`config.mk`:
```
export PLATFORM = sky130hd
export DESIGN_NAME = gamepad_report_conditioner_unit
export DESIGN_NICKNAME = d
export VERILOG_FILES = /design/src/rtl/grc_pkg.sv /design/src/rtl/grc_core.sv /design/src/rtl/gamepad_report_conditioner_unit.sv
export SDC_FILE = /design/constraint.sdc
export NUM_CORES = 1
export LEC_CHECK = 0
export BUFFER_PORTS_ARGS = -buffer_cell sky130_fd_sc_hd__buf_4
export CORE_ASPECT_RATIO = 1.25
export CORE_MARGIN = 4
export CORE_UTILIZATION = 53
export CTS_CLUSTER_SIZE = 24
export DETAILED_ROUTE_END_ITERATION = 7
export PLACE_DENSITY = 0.77
export RECOVER_POWER = 25
export SLEW_MARGIN = 0
export SYNTH_ARGS = -nofsm -noshare
export SYNTH_HDL_FRONTEND = slang
export SYNTH_SLANG_ARGS = --single-unit
```
`constraint.sdc`:
```
create_clock -name clk -period 11.1 [get_ports clk]
set_input_delay 1.665 -clock clk [delete_from_list [all_inputs] [get_ports clk]]
set_output_delay 1.665 -clock clk [all_outputs]
set_load 0.02 [all_outputs]
```
`src/rtl/grc_pkg.sv`:
```
// Shared types, constants and register codes for the gamepad report conditioner.
`default_nettype none

package grc_pkg;

    // Largest report size that is examined; bytes at or beyond it are never read.
    localparam int REPORT_BYTES = 16;
    localparam int LEN_W        = $clog2(REPORT_BYTES + 1);

    // Stick processing needs bytes 2 and 3.
    localparam int STICK_MIN_LEN = 4;

    // Stream widths, padded to whole bytes.
    localparam int IN_BITS   = 64 + 64 + 8 + 1;
    localparam int IN_W      = ((IN_BITS + 7) / 8) * 8;
    localparam int OUT_BITS  = 2 + 1 + 17 + 1 + 1;
    localparam int OUT_W     = ((OUT_BITS + 7) / 8) * 8;

    localparam int CFG_IDX_W  = 3;
    localparam int CFG_DATA_W = 17;

    // Register reset values.
    localparam logic [15:0] CENTER_Y_RST  = 16'd29351;
    localparam logic [15:0] DEADZONE_RST  = 16'd3932;
    localparam logic [16:0] THRESHOLD_RST = 17'd1638;
    localparam logic [3:0]  BAL_BYTE_RST  = 4'd0;
    localparam logic [7:0]  BAL_MASK_RST  = 8'd1;
    localparam logic [3:0]  TRIM_BYTE_RST = 4'd0;
    localparam logic [7:0]  TRIM_MASK_RST = 8'd2;
    localparam logic [5:0]  MIN_LEN_RST   = 6'd4;

    // Full-scale stick magnitude in Q1.15.
    localparam logic signed [16:0] STICK_FULL = 17'sd32768;

    typedef enum logic [CFG_IDX_W-1:0] {
        CFG_CENTER_Y   = 3'd0,
        CFG_DEADZONE   = 3'd1,
        CFG_THRESHOLD  = 3'd2,
        CFG_BAL_BYTE   = 3'd3,
        CFG_BAL_MASK   = 3'd4,
        CFG_TRIM_BYTE  = 3'd5,
        CFG_TRIM_MASK  = 3'd6,
        CFG_MIN_LENGTH = 3'd7
    } grc_cfg_idx_t;

    typedef enum logic [1:0] {
        ACT_NONE  = 2'd0,
        ACT_START = 2'd1,
        ACT_STOP  = 2'd2
    } grc_action_t;

    typedef struct packed {
        logic [15:0] center_y;
        logic [15:0] deadzone;
        logic [16:0] change_threshold;
        logic [3:0]  balance_byte;
        logic [7:0]  balance_mask;
        logic [3:0]  trim_byte;
        logic [7:0]  trim_mask;
        logic [5:0]  min_length;
    } grc_cfg_t;

    typedef struct packed {
        logic        balancer_active;
        logic [7:0]  report_length;
        logic [63:0] report_high;
        logic [63:0] report_low;
    } grc_item_t;

    typedef struct packed {
        logic               balance_button_was;
        logic               trim_button_was;
        logic signed [16:0] last_drive;
    } grc_state_t;

    typedef struct packed {
        logic               send_setpoint;
        logic               drive_changed;
        logic signed [16:0] drive_value;
        logic               trim_request;
        grc_action_t        balance_action;
    } grc_result_t;

endpackage

`default_nettype wire

```
`src/rtl/grc_core.sv`:
```
// Combinational conditioning of one report: button release detection and stick drive value.
`default_nettype none

module grc_core (
    input  grc_pkg::grc_item_t   item,
    input  grc_pkg::grc_cfg_t    cfg,
    input  grc_pkg::grc_state_t  state,
    output grc_pkg::grc_result_t result,
    output grc_pkg::grc_state_t  state_next
);

    logic [7:0]                 rep_bytes [16];
    logic [grc_pkg::LEN_W-1:0]  len_use;
    logic [7:0]                 len_ext;
    logic                       buttons_ok;
    logic                       bal_seen;
    logic                       trim_seen;
    logic                       bal_now;
    logic                       trim_now;
    grc_pkg::grc_action_t       action;
    logic                       active_after;
    logic [15:0]                raw_y;
    logic signed [16:0]         y_centered;
    logic signed [16:0]         y_clamped;
    logic signed [16:0]         y_mag;
    logic signed [16:0]         y_drive;
    logic signed [17:0]         diff;
    logic [17:0]                diff_abs;
    logic                       stick_ok;
    logic                       moved;

    // Split the report into bytes, byte 0 lowest.
    always_comb
    begin
        for (int i = 0; i < 8; i++)
        begin
            rep_bytes[i]     = item.report_low[i*8 +: 8];
            rep_bytes[i + 8] = item.report_high[i*8 +: 8];
        end
    end

    // Usable length is the report length limited to the largest report size.
    always_comb
    begin
        if (item.report_length > 8'(grc_pkg::REPORT_BYTES))
        begin
            len_use = grc_pkg::LEN_W'(grc_pkg::REPORT_BYTES);
        end
        else
        begin
            len_use = item.report_length[grc_pkg::LEN_W-1:0];
        end
    end

    assign len_ext    = 8'(len_use);
    assign buttons_ok = len_ext >= 8'(cfg.min_length);
    assign bal_seen   = buttons_ok && (len_ext > 8'(cfg.balance_byte));
    assign trim_seen  = buttons_ok && (len_ext > 8'(cfg.trim_byte));
    assign bal_now    = |(rep_bytes[cfg.balance_byte] & cfg.balance_mask);
    assign trim_now   = |(rep_bytes[cfg.trim_byte] & cfg.trim_mask);

    // A release of the balance button toggles the balancer request.
    always_comb
    begin
        action       = grc_pkg::ACT_NONE;
        active_after = item.balancer_active;
        if (bal_seen && state.balance_button_was && !bal_now)
        begin
            if (item.balancer_active)
            begin
                action       = grc_pkg::ACT_STOP;
                active_after = 1'b0;
            end
            else
            begin
                action       = grc_pkg::ACT_START;
                active_after = 1'b1;
            end
        end
    end

    // Center, clamp to full scale, apply the deadzone and invert the stick value.
    assign raw_y      = {rep_bytes[3], rep_bytes[2]};
    assign y_centered = signed'({1'b0, raw_y}) - signed'({1'b0, cfg.center_y});

    always_comb
    begin
        if (y_centered > grc_pkg::STICK_FULL)
        begin
            y_clamped = grc_pkg::STICK_FULL;
        end
        else if (y_centered < -grc_pkg::STICK_FULL)
        begin
            y_clamped = -grc_pkg::STICK_FULL;
        end
        else
        begin
            y_clamped = y_centered;
        end
    end

    assign y_mag   = (y_clamped < 0) ? -y_clamped : y_clamped;
    assign y_drive = (unsigned'(y_mag) < {1'b0, cfg.deadzone}) ? 17'sd0 : -y_clamped;

    // Movement test against the stored drive value.
    assign diff     = 18'(y_drive) - 18'(state.last_drive);
    assign diff_abs = (diff < 0) ? unsigned'(-diff) : unsigned'(diff);
    assign stick_ok = len_ext >= 8'(grc_pkg::STICK_MIN_LEN);
    assign moved    = stick_ok && (diff_abs > {1'b0, cfg.change_threshold});

    // Next state and result.
    always_comb
    begin
        state_next.balance_button_was = bal_seen  ? bal_now  : state.balance_button_was;
        state_next.trim_button_was    = trim_seen ? trim_now : state.trim_button_was;
        state_next.last_drive         = moved ? y_drive : state.last_drive;

        result.balance_action = action;
        result.trim_request   = trim_seen && state.trim_button_was && !trim_now;
        result.drive_value    = state_next.last_drive;
        result.drive_changed  = moved;
        result.send_setpoint  = moved && active_after;
    end

endmodule

`default_nettype wire

```
`src/rtl/gamepad_report_conditioner_unit.sv`:
```
// Top level of the gamepad report conditioner: stream ports, registers and state.
`default_nettype none

// Takes one gamepad report per request on the s_axis side and returns one result
// per report on the m_axis side, in order. A report is held in an input register,
// conditioned combinationally and placed in a result register when that register is
// free or being emptied. One report is accepted every cycle while the output is not
// stalled; the button states and stored drive value are updated in the same cycle a
// report moves from the input register to the result register. A stalled output
// holds the result and the input register, and s_axis_tready falls only when both
// are full. Configuration writes are always accepted and must be made while no
// report is in flight.
module gamepad_report_conditioner_unit (
    input  wire logic                               clk,
    input  wire logic                               rst_n,
    input  wire logic                               s_axis_tvalid,
    output      logic                               s_axis_tready,
    // report_low[63:0], report_high[127:64], report_length[135:128],
    // balancer_active[136], zero fill above
    input  wire logic [grc_pkg::IN_W-1:0]           s_axis_tdata,
    output      logic                               m_axis_tvalid,
    input  wire logic                               m_axis_tready,
    // balance_action[1:0], trim_request[2], drive_value[19:3], drive_changed[20],
    // send_setpoint[21], zero fill above
    output      logic [grc_pkg::OUT_W-1:0]          m_axis_tdata,
    input  wire logic                               cfg_valid,
    output      logic                               cfg_ready,
    input  wire logic [grc_pkg::CFG_IDX_W-1:0]      cfg_index,
    input  wire logic [grc_pkg::CFG_DATA_W-1:0]     cfg_data
);

    grc_pkg::grc_cfg_t    cfg_reg;
    grc_pkg::grc_cfg_t    cfg_next;
    grc_pkg::grc_state_t  state_reg;
    grc_pkg::grc_state_t  state_next;
    grc_pkg::grc_item_t   item_reg;
    logic                 item_valid_reg;
    logic                 item_valid_next;
    grc_pkg::grc_result_t result;
    grc_pkg::grc_result_t result_reg;
    logic                 out_valid_reg;
    logic                 out_valid_next;
    logic                 in_accept;
    logic                 advance;

    // Handshake control.
    assign advance       = item_valid_reg && (!out_valid_reg || m_axis_tready);
    assign s_axis_tready = !item_valid_reg || advance;
    assign in_accept     = s_axis_tvalid && s_axis_tready;
    assign cfg_ready     = 1'b1;

    // Register write decode.
    always_comb
    begin
        cfg_next = cfg_reg;
        if (cfg_valid)
        begin
            unique case (grc_pkg::grc_cfg_idx_t'(cfg_index))
                grc_pkg::CFG_CENTER_Y:   cfg_next.center_y         = cfg_data[15:0];
                grc_pkg::CFG_DEADZONE:   cfg_next.deadzone         = cfg_data[15:0];
                grc_pkg::CFG_THRESHOLD:  cfg_next.change_threshold = cfg_data[16:0];
                grc_pkg::CFG_BAL_BYTE:   cfg_next.balance_byte     = cfg_data[3:0];
                grc_pkg::CFG_BAL_MASK:   cfg_next.balance_mask     = cfg_data[7:0];
                grc_pkg::CFG_TRIM_BYTE:  cfg_next.trim_byte        = cfg_data[3:0];
                grc_pkg::CFG_TRIM_MASK:  cfg_next.trim_mask        = cfg_data[7:0];
                grc_pkg::CFG_MIN_LENGTH: cfg_next.min_length       = cfg_data[5:0];
                default:                 cfg_next                  = cfg_reg;
            endcase
        end
    end

    always_ff @(posedge clk or negedge rst_n)
    begin
        if (!rst_n)
        begin
            cfg_reg.center_y         <= grc_pkg::CENTER_Y_RST;
            cfg_reg.deadzone         <= grc_pkg::DEADZONE_RST;
            cfg_reg.change_threshold <= grc_pkg::THRESHOLD_RST;
            cfg_reg.balance_byte     <= grc_pkg::BAL_BYTE_RST;
            cfg_reg.balance_mask     <= grc_pkg::BAL_MASK_RST;
            cfg_reg.trim_byte        <= grc_pkg::TRIM_BYTE_RST;
            cfg_reg.trim_mask        <= grc_pkg::TRIM_MASK_RST;
            cfg_reg.min_length       <= grc_pkg::MIN_LEN_RST;
        end
        else
        begin
            cfg_reg <= cfg_next;
        end
    end

    // Conditioning logic between the input and result registers.
    grc_core u_core (
        .item       (item_reg),
        .cfg        (cfg_reg),
        .state      (state_reg),
        .result     (result),
        .state_next (state_next)
    );

    // Valid flags of the two stages.
    always_comb
    begin
        item_valid_next = item_valid_reg;
        if (in_accept)
        begin
            item_valid_next = 1'b1;
        end
        else if (advance)
        begin
            item_valid_next = 1'b0;
        end

        out_valid_next = out_valid_reg;
        if (advance)
        begin
            out_valid_next = 1'b1;
        end
        else if (m_axis_tready)
        begin
            out_valid_next = 1'b0;
        end
    end

    // Control state: stage valid flags, button history and stored drive value.
    always_ff @(posedge clk or negedge rst_n)
    begin
        if (!rst_n)
        begin
            item_valid_reg <= 1'b0;
            out_valid_reg  <= 1'b0;
            state_reg      <= '0;
        end
        else
        begin
            item_valid_reg <= item_valid_next;
            out_valid_reg  <= out_valid_next;
            if (advance)
            begin
                state_reg <= state_next;
            end
        end
    end

    // Payload registers.
    always_ff @(posedge clk)
    begin
        if (in_accept)
        begin
            item_reg <= s_axis_tdata[grc_pkg::IN_BITS-1:0];
        end
        if (advance)
        begin
            result_reg <= result;
        end
    end

    assign m_axis_tvalid = out_valid_reg;
    assign m_axis_tdata  = grc_pkg::OUT_W'(result_reg);

endmodule

`default_nettype wire

```
# Word-level counts from Yosys, hierarchy flattened
# Index checks and enable logic that the tools add are counted.
# word_totals
out_inout_bits,27
in_bits,169
reg_bits,259
# op_classes
n_addsub,4
muxes,20
bitwise,4
eq_ne,7
n_lt_le_gt_ge,13
reduce_logical,31
# ops
operator,count
2-to-1 mux 17 bit,5
binary-select mux 8 bit (select 4 bit),2
2-to-1 mux 8 bit,4
AND reduction 2 bit,10
greater-than comparator 18 x 17 -> 1 bit,1
"less-than comparator 18 x 1 -> 1 bit, second input constant",1
2-to-1 mux 18 bit,1
negation 18 bit,1
subtractor 17 x 17 -> 18 bit,1
"greater-than comparator 17 bit, second input constant",1
"less-than comparator 17 x 1 -> 1 bit, second input constant",1
less-than comparator 17 x 16 -> 1 bit,1
"less-than comparator 17 x 16 -> 1 bit, second input constant",1
negation 17 bit,1
subtractor 16 x 16 -> 17 bit,1
bitwise AND 8 bit,2
OR reduction 8 bit,2
"equality test 3 bit, second input constant",4
">= comparator 5 bit, second input constant",2
greater-than comparator 5 x 4 -> 1 bit,2
logical AND 1 bit,10
NOT 4 -> 5 bit,2
"greater-than comparator 8 x 5 -> 1 bit, second input constant",1
"equality test 3 x 2 -> 1 bit, second input constant",2
other kinds (10),20

# Logic depth before layout (Yosys ltp)
# Gate-level depths: netlist of run 1.
# depth
word_depth,14
depth_mapped,53

# Modules after synthesis
# A second synthesis of run 1 with hierarchy kept.
# hier_totals
hier_cells,1192
area_unflattened_um2,15423.5
# by_module_without_submodules
mod,area_per_inst_um2,seq_area_each_um2,cells_per_inst,instances
gamepad_report_conditioner_unit,8642.0,7309.5,386,1
grc_core,6781.5,0.0,806,1

# Worst setup path before layout of run 1
# Ideal clock, no wire load.
# synth_path
path_type,register to register
start,register cfg_reg[63] (netlist bit)
end,register state_reg[10] (netlist bit)
n_path_buf,4
path_stages_with_launch,46
t_required_ns,10.975
arrival_ns,10.373
setup_time_ns,0.125
setup_slack_ns,0.602
path_cell_list,dfstp_2 > ha_1 > inv_1 > fa_1 > xor2_1 > or3b_4 > or3_4 > or4_4 > nor4b_4 > a211oi_1 > or3_1 > ha_1 > clkbuf_1 > nor2_1 > a21oi_1 > o22ai_1 > ha_1 > a21oi_1 > (+10 left out) > o2111ai_1 > a21oi_1 > o2111ai_1 > a41oi_1 > clkbuf_1 > nor2_1 > xor2_1 > ha_1 > a21o_1 > a21o_1 > a211oi_1 > o21ai_0 > a211o_1 > o211ai_1 > o41ai_2 > nand2_1 > clkbuf_1 > mux2_2
# synth_between
elab_chain_len,14
elab_cells_between_ends,17
cone_classes,add/sub: 4; order compare: 6; mux: 6; reduce/logical: 1
# synth_rtl
item,line,text
from (decl),gamepad_report_conditioner_unit.sv:32,grc_pkg::grc_cfg_t cfg_reg;
from (signal assigned),gamepad_report_conditioner_unit.sv:87,cfg_reg <= cfg_next;
subtractor 16 x 16 -> 17 bit (*),grc_core.sv:84,"assign y_centered = signed'({1'b0, raw_y}) - signed'({1'b0, cfg.center_y});"
less-than comparator 17 x 16 -> 1 bit,grc_core.sv:92,else if (y_centered < -grc_pkg::STICK_FULL)
2-to-1 mux 17 bit,grc_core.sv:92,
2-to-1 mux 17 bit (*),grc_core.sv:88,if (y_centered > grc_pkg::STICK_FULL)
negation 17 bit / less-than comparator 17 x 1 -> 1 bit (equally long branches),"grc_core.sv:102, grc_core.sv:103",
2-to-1 mux 17 bit,grc_core.sv:102,assign y_mag = (y_clamped < 0) ? -y_clamped : y_clamped;
less-than comparator 17 x 16 -> 1 bit,grc_core.sv:103,"assign y_drive = (unsigned'(y_mag) < {1'b0, cfg.deadzone}) ? 17'sd0 : -y_clamped;"
2-to-1 mux 17 bit (*),grc_core.sv:103,
subtractor 17 x 17 -> 18 bit,grc_core.sv:106,assign diff = 18'(y_drive) - 18'(state.last_drive);
negation 18 bit / less-than comparator 18 x 1 -> 1 bit (equally long branches),grc_core.sv:107,assign diff_abs = (diff < 0) ? unsigned'(-diff) : unsigned'(diff);
2-to-1 mux 18 bit,grc_core.sv:107,
greater-than comparator 18 x 17 -> 1 bit,grc_core.sv:109,"assign moved = stick_ok && (diff_abs > {1'b0, cfg.change_threshold});"
logical AND 1 bit,grc_core.sv:109,
2-to-1 mux 17 bit (*),grc_core.sv:116,state_next.last_drive = moved ? y_drive : state.last_drive;
to (signal assigned),gamepad_report_conditioner_unit.sv:139,state_reg <= state_next;
to (decl),gamepad_report_conditioner_unit.sv:34,grc_pkg::grc_state_t state_reg;
# Every way passes the cells marked *; elsewhere a longest branch is shown, timed or not.
# A chain may end at the register's enable or synchronous reset.

# Worst setup path after layout of run 1
# layout_path
start,register cfg_reg[63] (netlist bit)
end,register state_reg[8] (netlist bit)
# Same word-level chain as after synthesis.

==> reports/qor_table.md, run 1 <==
| Quantity | This run | Unit |
|:---|:---|:---|
| Max stage delay cell, worst path | or4b_4 | - |
| Final clock period utilization by the worst path | 95.6 | % |
| Die outline area | 31000 | um^2 |
| Summed negative setup slack over all endpoints | 0 | ns |
| Post-Syn Area per Cell | 12.3 | um^2 |
| Die boundary height | 196 | um |
| Dominant cell type by area after synthesis | edfxtp_1 | - |
| Top-level I/O count | 196 | - |
| Actual slew at the worst max-slew pin | 1.61 | ns |
| Peak clock frequency supported by timing | 94.2 | MHz |
| Cell variety after synth | 85 | - |
| Final routed wire length divided by cell count | 20.9 | um |
| Final global-route overflow total | 0 | - |
| Area added between synthesis and finish | 24.9 | % |
| Count of cells along the worst register-to-register path | 46 | - |
| Worst setup path endpoint | state_reg[8] | - |
| Width of the die | 158 | um |
| Clock root buffer master | clkbuf_16 | - |
| First-pass GRT wire length | 61.4 | mm |
| Weighted congestion at the end of routability-driven global placement | 0.892 | - |
| Largest buffer count on any clock path | 3 | - |
| Most common flop cell mapped by yosys | edfxtp_1 | - |
| Cell count after synthesis | 1218 | - |
| Most frequent cell after synthesis | edfxtp_1 | - |
| Cell area after technology mapping | 15000 | um^2 |
| Reg2reg end | state_reg[8] | - |
| Fraction of final layout cells sized beyond drive strength 1 | 38.8 | % |
| Routed WL | 39.5 | mm |
| Type of destination of the critical path | register | - |
| Initial DRC Count | 601 | - |
| Kind of cell with the highest combined delay on the critical path | simple AND/OR/NAND/NOR gates | - |
| Critical path startpoint | cfg_reg[63] | - |
| Share of async-settable or async-resettable flops after synthesis | 38.6 | % |
| Most used standard cells in the synthesized netlist | edfxtp_1, inv_1, nand2_1, o21ai_0, ha_1 | - |
| Number of detailed-routing iterations run before antenna repair | 5 | - |
| Total clock buffers created by CTS | 25 | - |
| Final Critical Period | 10.62 | ns |
| MaxCap Viol Count | 1 | - |
| Finish-stage setup viols | 0 | - |
| Final HPWL from detailed placement | 30.0 | mm |
| Worst Path Max Fanout | 21 | - |
| Class of the most critical setup path | register to register | - |
| Maximum number of pins on one net before global-route repair | 82 | - |
| Initial standard-cell utilization of the core | 54.0 | % |
| CP Data Arrival Time | 11.03 | ns |
| Num rows | 68 | - |
| Sequential-to-total area share from yosys stat | 48.8 | % |
| Worst EP required | 11.52 | ns |
| Worst stage delay on the critical path | 0.59 | ns |
| Post-CTS Hold Buffers | 0 | - |
| Vias per cell | 5.87 | - |
| R2R Path Start | cfg_reg[63] | - |
| Final count of pins violating max slew | 25 | - |
| Net count, final | 1771 | - |
| Number of global-route vias before repair | 11700 | - |
| Antenna violations before repair | 0 | - |
| Number of synthesis warnings | 0 | - |
| Min-Delay Path Class | register to register | - |
| Final Hold Vio Count | 0 | - |
| Standard cell core area | 27700 | um^2 |
| Run status | complete, but fails checks | - |
| Clock insertion delay at the later pin of the skew report | 0.54 | ns |
| Count of state elements after synthesis | 259 | - |
| Area fraction of the dominant cell type after synthesis | 31.9 | % |
| DRC | 0 | - |
| Setup Skew | 0.0140 | ns |
| GR Util All Layers | 25.3 | % |
| Number of antenna-violating nets in the routed design | 0 | - |
| Number of buffers added on ports | 185 | - |
| Number of cells on the critical path | 46 | - |
| CTS HTree Levels | 1 | - |
| CP bufs+invs | 6 | - |
| Inserted Diodes | 0 | - |
| Max FFs per register | 137 | - |
| CTS Sinks | 259 | - |
| Largest cells by area after synthesis | edfxtp_1, dfrtp_1, mux4_2 | - |
| Violated checks | capacitance limit, slew limit | - |
| TritonCTS clock tree | done | - |
| Clock slew at reported path FFs | 0.06 | ns |
| Via count | 11100 | - |
| EDFF count, synth | 159 | - |
| Slew margin rel. | -7.46 | % |
| Register-to-register setup slack | 0.48 | ns |
| Startpoint type of the worst setup path | register | - |
## layout by cell type, fill, tap and decap left out, types with 5 or more instances in the layout
cell type  count
mux4_2        80
a31oi_1        7
edfxtp_1     159
nor3_2         6
nor2b_1       11
or2_2          9
ha_1          79
nand2b_1      14
a22oi_1        8
nand3_1       20
clkbuf_4     112
a21o_1        13
buf_4        208
mux2_2        59
and2_1         7
o21ai_0       80
o21a_1        11
nand2_1       87
and3_1         7
o31ai_1        5
inv_1         94
clkbuf_16     25
a21oi_1       48
or3_1          9
nor4_1         6
mux2i_1        6
dfstp_2       26
xor2_1        21
xnor2_1       29
clkbuf_8       5
a211oi_1       5
nor2_1        55
dfrtp_1       72
nor3_1        19
clkbuf_1       8
## worst min path at each step
stage	start	end	slack [ns]	depth (start not counted)
2_1_floorplan	item_valid_reg	m_axis_tvalid	0.45	1
3_3_place_gp	item_valid_reg	m_axis_tvalid	0.45	1
3_5_place_dp	item_valid_reg	m_axis_tvalid	0.47	1
4_1_cts	item_valid_reg	m_axis_tvalid	0.48	1
5_1_grt	item_valid_reg	m_axis_tvalid	0.52	1
6_report	item_valid_reg	m_axis_tvalid	0.48	1
## kinds of logic after synthesis
logic type / synth area share [%]
other: 0.0501
AOI/OAI and AO/OA: 10.1
muxes: 16.9
buffers and inverters: 3.79
and+or+nand+nor: 10.2
xor gates and xnor gates: 3.21
adders and majority gates: 7.03
DFF: 48.8
## through the flow
step	hold WS (ns)	util (%)	instance area, um^2	worst slack [ns]	instances
finish	0.483	67.5	18700	0.483	1888
global route	0.518	67.5	18700	-0.0230	1888
CTS	0.484	66.6	18500	0.149	1885
detailed placement	0.474	63.7	17700	0.251	1839
global placement	0.454	63.7	17700	0.325	1839
floorplan	0.449	-	15000	0.602	1219
## timing repair
action	4_1_cts	5_1_grt
resized for setup	0	39
setup endpoints to repair	0	36
setup buffers	0	3
## metal layers
metal / vias up / part of all wire [%] / global-route usage (%)
li1: 5161 / - / -
met1: 5399 / 36 / 29.1
met2: 402 / 54 / 46.9
met3: 119 / 5.0 / 3.05
met4: 0 / 5.1 / 10.8
met5: - / 0 / 0
## final cells by class
class                   count  area [um^2]
flip-flops and latches    259         7310
repair buffers            323         2450
clock inverters             7         77.6
fillers                  1980         9030
multi-input cells         813         7340
clock buffers              39          731
inverters                  97          364
well taps                 350          438
Power of run 1 is left out: the tool's default activity adds up to more than one toggle a clock period on the data nets, which glitch-free logic cannot reach.
==> run 2: changes to the inputs <==
Settings changed: MAX_ROUTING_LAYER from default to met4.
==> run 2 against run 1 <==
  * The run now ends clean
  * Via count increased by 0.84%
  * Largest cell class unchanged
  * Critical endpoint is now state_reg[16]
  * Register-to-register slack got worse by 0.06 ns
  * Highest routed layer unchanged
  * Die area unchanged
==> reports/qor_table.md, run 2 (synthesis gave the netlist of run 1 again) <==
| Quantity | This run | Unit | Change |
|:---|:---|:---|:---|
| Vias per cell | 5.87 | - | about the same |
| Number of detailed-routing iterations run before antenna repair | 5 | - | unchanged |
| Clock insertion delay at the later pin of the skew report | 0.54 | ns | about the same |
| Peak clock frequency supported by timing | 93.7 | MHz | was 94.2 MHz |
| Worst EP required | 11.51 | ns | was 11.52 ns |
| Max FFs per register | 137 | - | unchanged |
| Area of combinational cells with multiple inputs | 7340 | um^2 | about the same |
| Number of global-route vias before repair | 11800 | - | was 11700 |
| Die outline area | 31000 | um^2 | unchanged |
| Clock root buffer master | clkbuf_16 | - | unchanged |
| Placed cell areas | 17700 | um^2 | about the same |
| Area added between synthesis and finish | 25.8 | % | was 24.9% |
| Final global-route overflow total | 0 | - | unchanged |
| Setup Skew | 0.0243 | ns | was 0.0140 ns |
| Setup slack of the critical path after layout | 0.427 | ns | was 0.483 ns |
| CP Data Arrival Time | 11.08 | ns | was 11.03 ns |
| Initial standard-cell utilization of the core | 54.0 | % | unchanged |
| Worst hold start | item_valid_reg | - | unchanged |
| Final Critical Period | 10.67 | ns | was 10.62 ns |
| First-pass GRT wire length | 61.6 | mm | was 61.4 mm |
| Worst Path Max Fanout | 8 | - | was 21 |
| Min-Delay Path Class | register to register | - | unchanged |
| Worst hold path stage count | 1 | - | unchanged |
| Post-CTS Hold Buffers | 0 | - | unchanged |
| Slew margin rel. | 8.70 | % | was -7.46% |
| Standard cell core area | 27700 | um^2 | unchanged |
| Antenna violations before repair | 1 | - | was 0 |
| FF+latch area | 7310 | um^2 | unchanged |
| Reg2reg end | state_reg[16] | - | was state_reg[8] |
| CTS Sinks | 259 | - | unchanged |
| Worst path most repeated cell | buf_4 | - |  |
| Top-level I/O count | 196 | - | unchanged |
| Register-to-register setup slack | 0.43 | ns | was 0.48 ns |
| Weighted congestion at the end of routability-driven global placement | 0.913 | - | was 0.892 |
| Most common cell after layout, fill and taps aside | buf_4 | - | unchanged |
| Max stage delay cell, worst path | or4b_4 | - | unchanged |
| Class of the most critical setup path | register to register | - | unchanged |
| Fraction of final layout cells sized beyond drive strength 1 | 39.2 | % | was 38.8% |
| Final Hold Vio Count | 0 | - | unchanged |
| Actual slew at the worst max-slew pin | 1.37 | ns | was 1.61 ns |
| Final routed wire length divided by cell count | 20.5 | um | was 20.9 um |
| R2R Path Start | cfg_reg[63] | - | unchanged |
| Net count, final | 1787 | - | was 1771 |
| Finish-stage setup viols | 0 | - | unchanged |
| Count of cells along the worst register-to-register path | 45 | - | was 46 |
| Post-route cell area | 18800 | um^2 | was 18700 um^2 |
| Final HPWL from detailed placement | 29.2 | mm | was 30.0 mm |
| Num rows | 68 | - | unchanged |
| Inserted Diodes | 0 | - | unchanged |
| Type of destination of the critical path | register | - | unchanged |
| Via count | 11200 | - | was 11100 |
| CTS HTree Levels | 1 | - | unchanged |
| Final count of pins violating max slew | 0 | - | was 25 |
| MaxCap Viol Count | 0 | - | was 1 |
| Endpoint of the worst hold path | m_axis_tvalid | - | unchanged |
| TritonCTS clock tree | done | - | unchanged |
| Maximum number of pins on one net before global-route repair | 81 | - | was 82 |
| Commonest cells after routing, fill and taps aside | buf_4, edfxtp_1, clkbuf_4 | - | unchanged |
| Die boundary height | 196 | um | unchanged |
| Number of fill cells | 1977 | - | was 1980 |
| Run status | finished, final reports clean | - | was complete, but fails checks |
| Number of antenna-violating nets in the routed design | 0 | - | unchanged |
| GR Util All Layers | 26.0 | % | was 25.3% |
| Width of the die | 158 | um | unchanged |
| Final clock period utilization by the worst path | 96.2 | % | was 95.6% |
| Number of buffers added on ports | 185 | - | unchanged |
| Routed WL | 39.1 | mm | was 39.5 mm |
| Clock slew at reported path FFs | 0.07 | ns | was 0.06 ns |
| Initial DRC Count | 807 | - | was 601 |
| Largest buffer count on any clock path | 3 | - | unchanged |
| DRC | 0 | - | unchanged |
| Worst stage delay on the critical path | 0.60 | ns | was 0.59 ns |
| Worst hold slack | 0.495 | ns | was 0.483 ns |
| Startpoint type of the worst setup path | register | - | unchanged |
| Pre-CTS WS | 0.0429 | ns | was 0.251 ns |
| Total clock buffers created by CTS | 26 | - | was 25 |
-- run 2: cell types whose count changed in the layout (fill, tap and decap cells not counted), moves of 3 or more --
cell	previous run	this run
buf_4	208	218
clkinv_2	1	7
clkbuf_16	25	29
clkinv_1	1	5
clkbuf_8	5	2
inv_6	4	1
-- run 2: final cells by class --
class                           instances  share of cell area (%)
Tap cell                              350                    2.32
Timing Repair Buffer                  338                    13.7
Clock inverter                         16                   0.531
Sequential cell                       259                    38.8
Multi-Input combinational cell        813                    38.9
Clock buffer                           32                    3.80
Inverter                               97                    1.93
-- run 2: how the worst max path moves through the flow --
| stage | startpoint | end | slack (ns) | depth (start not counted) |
|---|---|---|---|---|
| after floorplan | cfg_reg[63] | state_reg[10] | 0.60 | 45 |
| after global placement | cfg_reg[63] | state_reg[4] | 0.10 | 47 |
| after detailed placement | cfg_reg[63] | state_reg[11] | 0.04 | 47 |
| after CTS | cfg_reg[63] | state_reg[2] | 0.04 | 45 |
| after global routing | cfg_reg[63] | state_reg[12] | -0.1 | 43 |
| final | cfg_reg[63] | state_reg[16] | 0.43 | 45 |
-- run 2: per-layer routing --
layer / wire, um / GRT usage [%] / part of all wire [%]
met1: 14400 / 30.3 / 37
met2: 21100 / 45.5 / 54
met3: 1710 / 3.11 / 4.4
met4: 1940 / 10.5 / 5.0
met5: 0 / - / 0
-- run 2: critical path: cells and delay by family, from the launching register on --
kind | cells | cell delay (ns)
AO/OA/AOI/OAI | 13 | 2.54
multiplexers | 2 | 0.67
flip-flops | 1 | 0.53
adder cells (fa/ha/maj) | 6 | 1.54
AND/OR/NAND/NOR | 15 | 3.96
buffers and inverters | 6 | 0.89
XOR/XNOR | 3 | 0.44
-- run 2: through the flow --
step | setup TNS [ns] | util, % | std cells
global route | -1.12 | 68.0 | 1905
floorplan | 0 | - | 1219
global placement | 0 | 63.9 | 1845
detailed placement | 0 | 63.9 | 1845
finish | 0 | 68.0 | 1905
CTS | 0 | 66.8 | 1893
-- run 2: timing repair --
action,in CTS,in global routing
gates cloned,0,2
endpoints found under the setup margin,16,36
setup buffers,0,10
pin swaps,0,18
gates resized for setup,1,41
Power of run 2 is left out for the same reason.
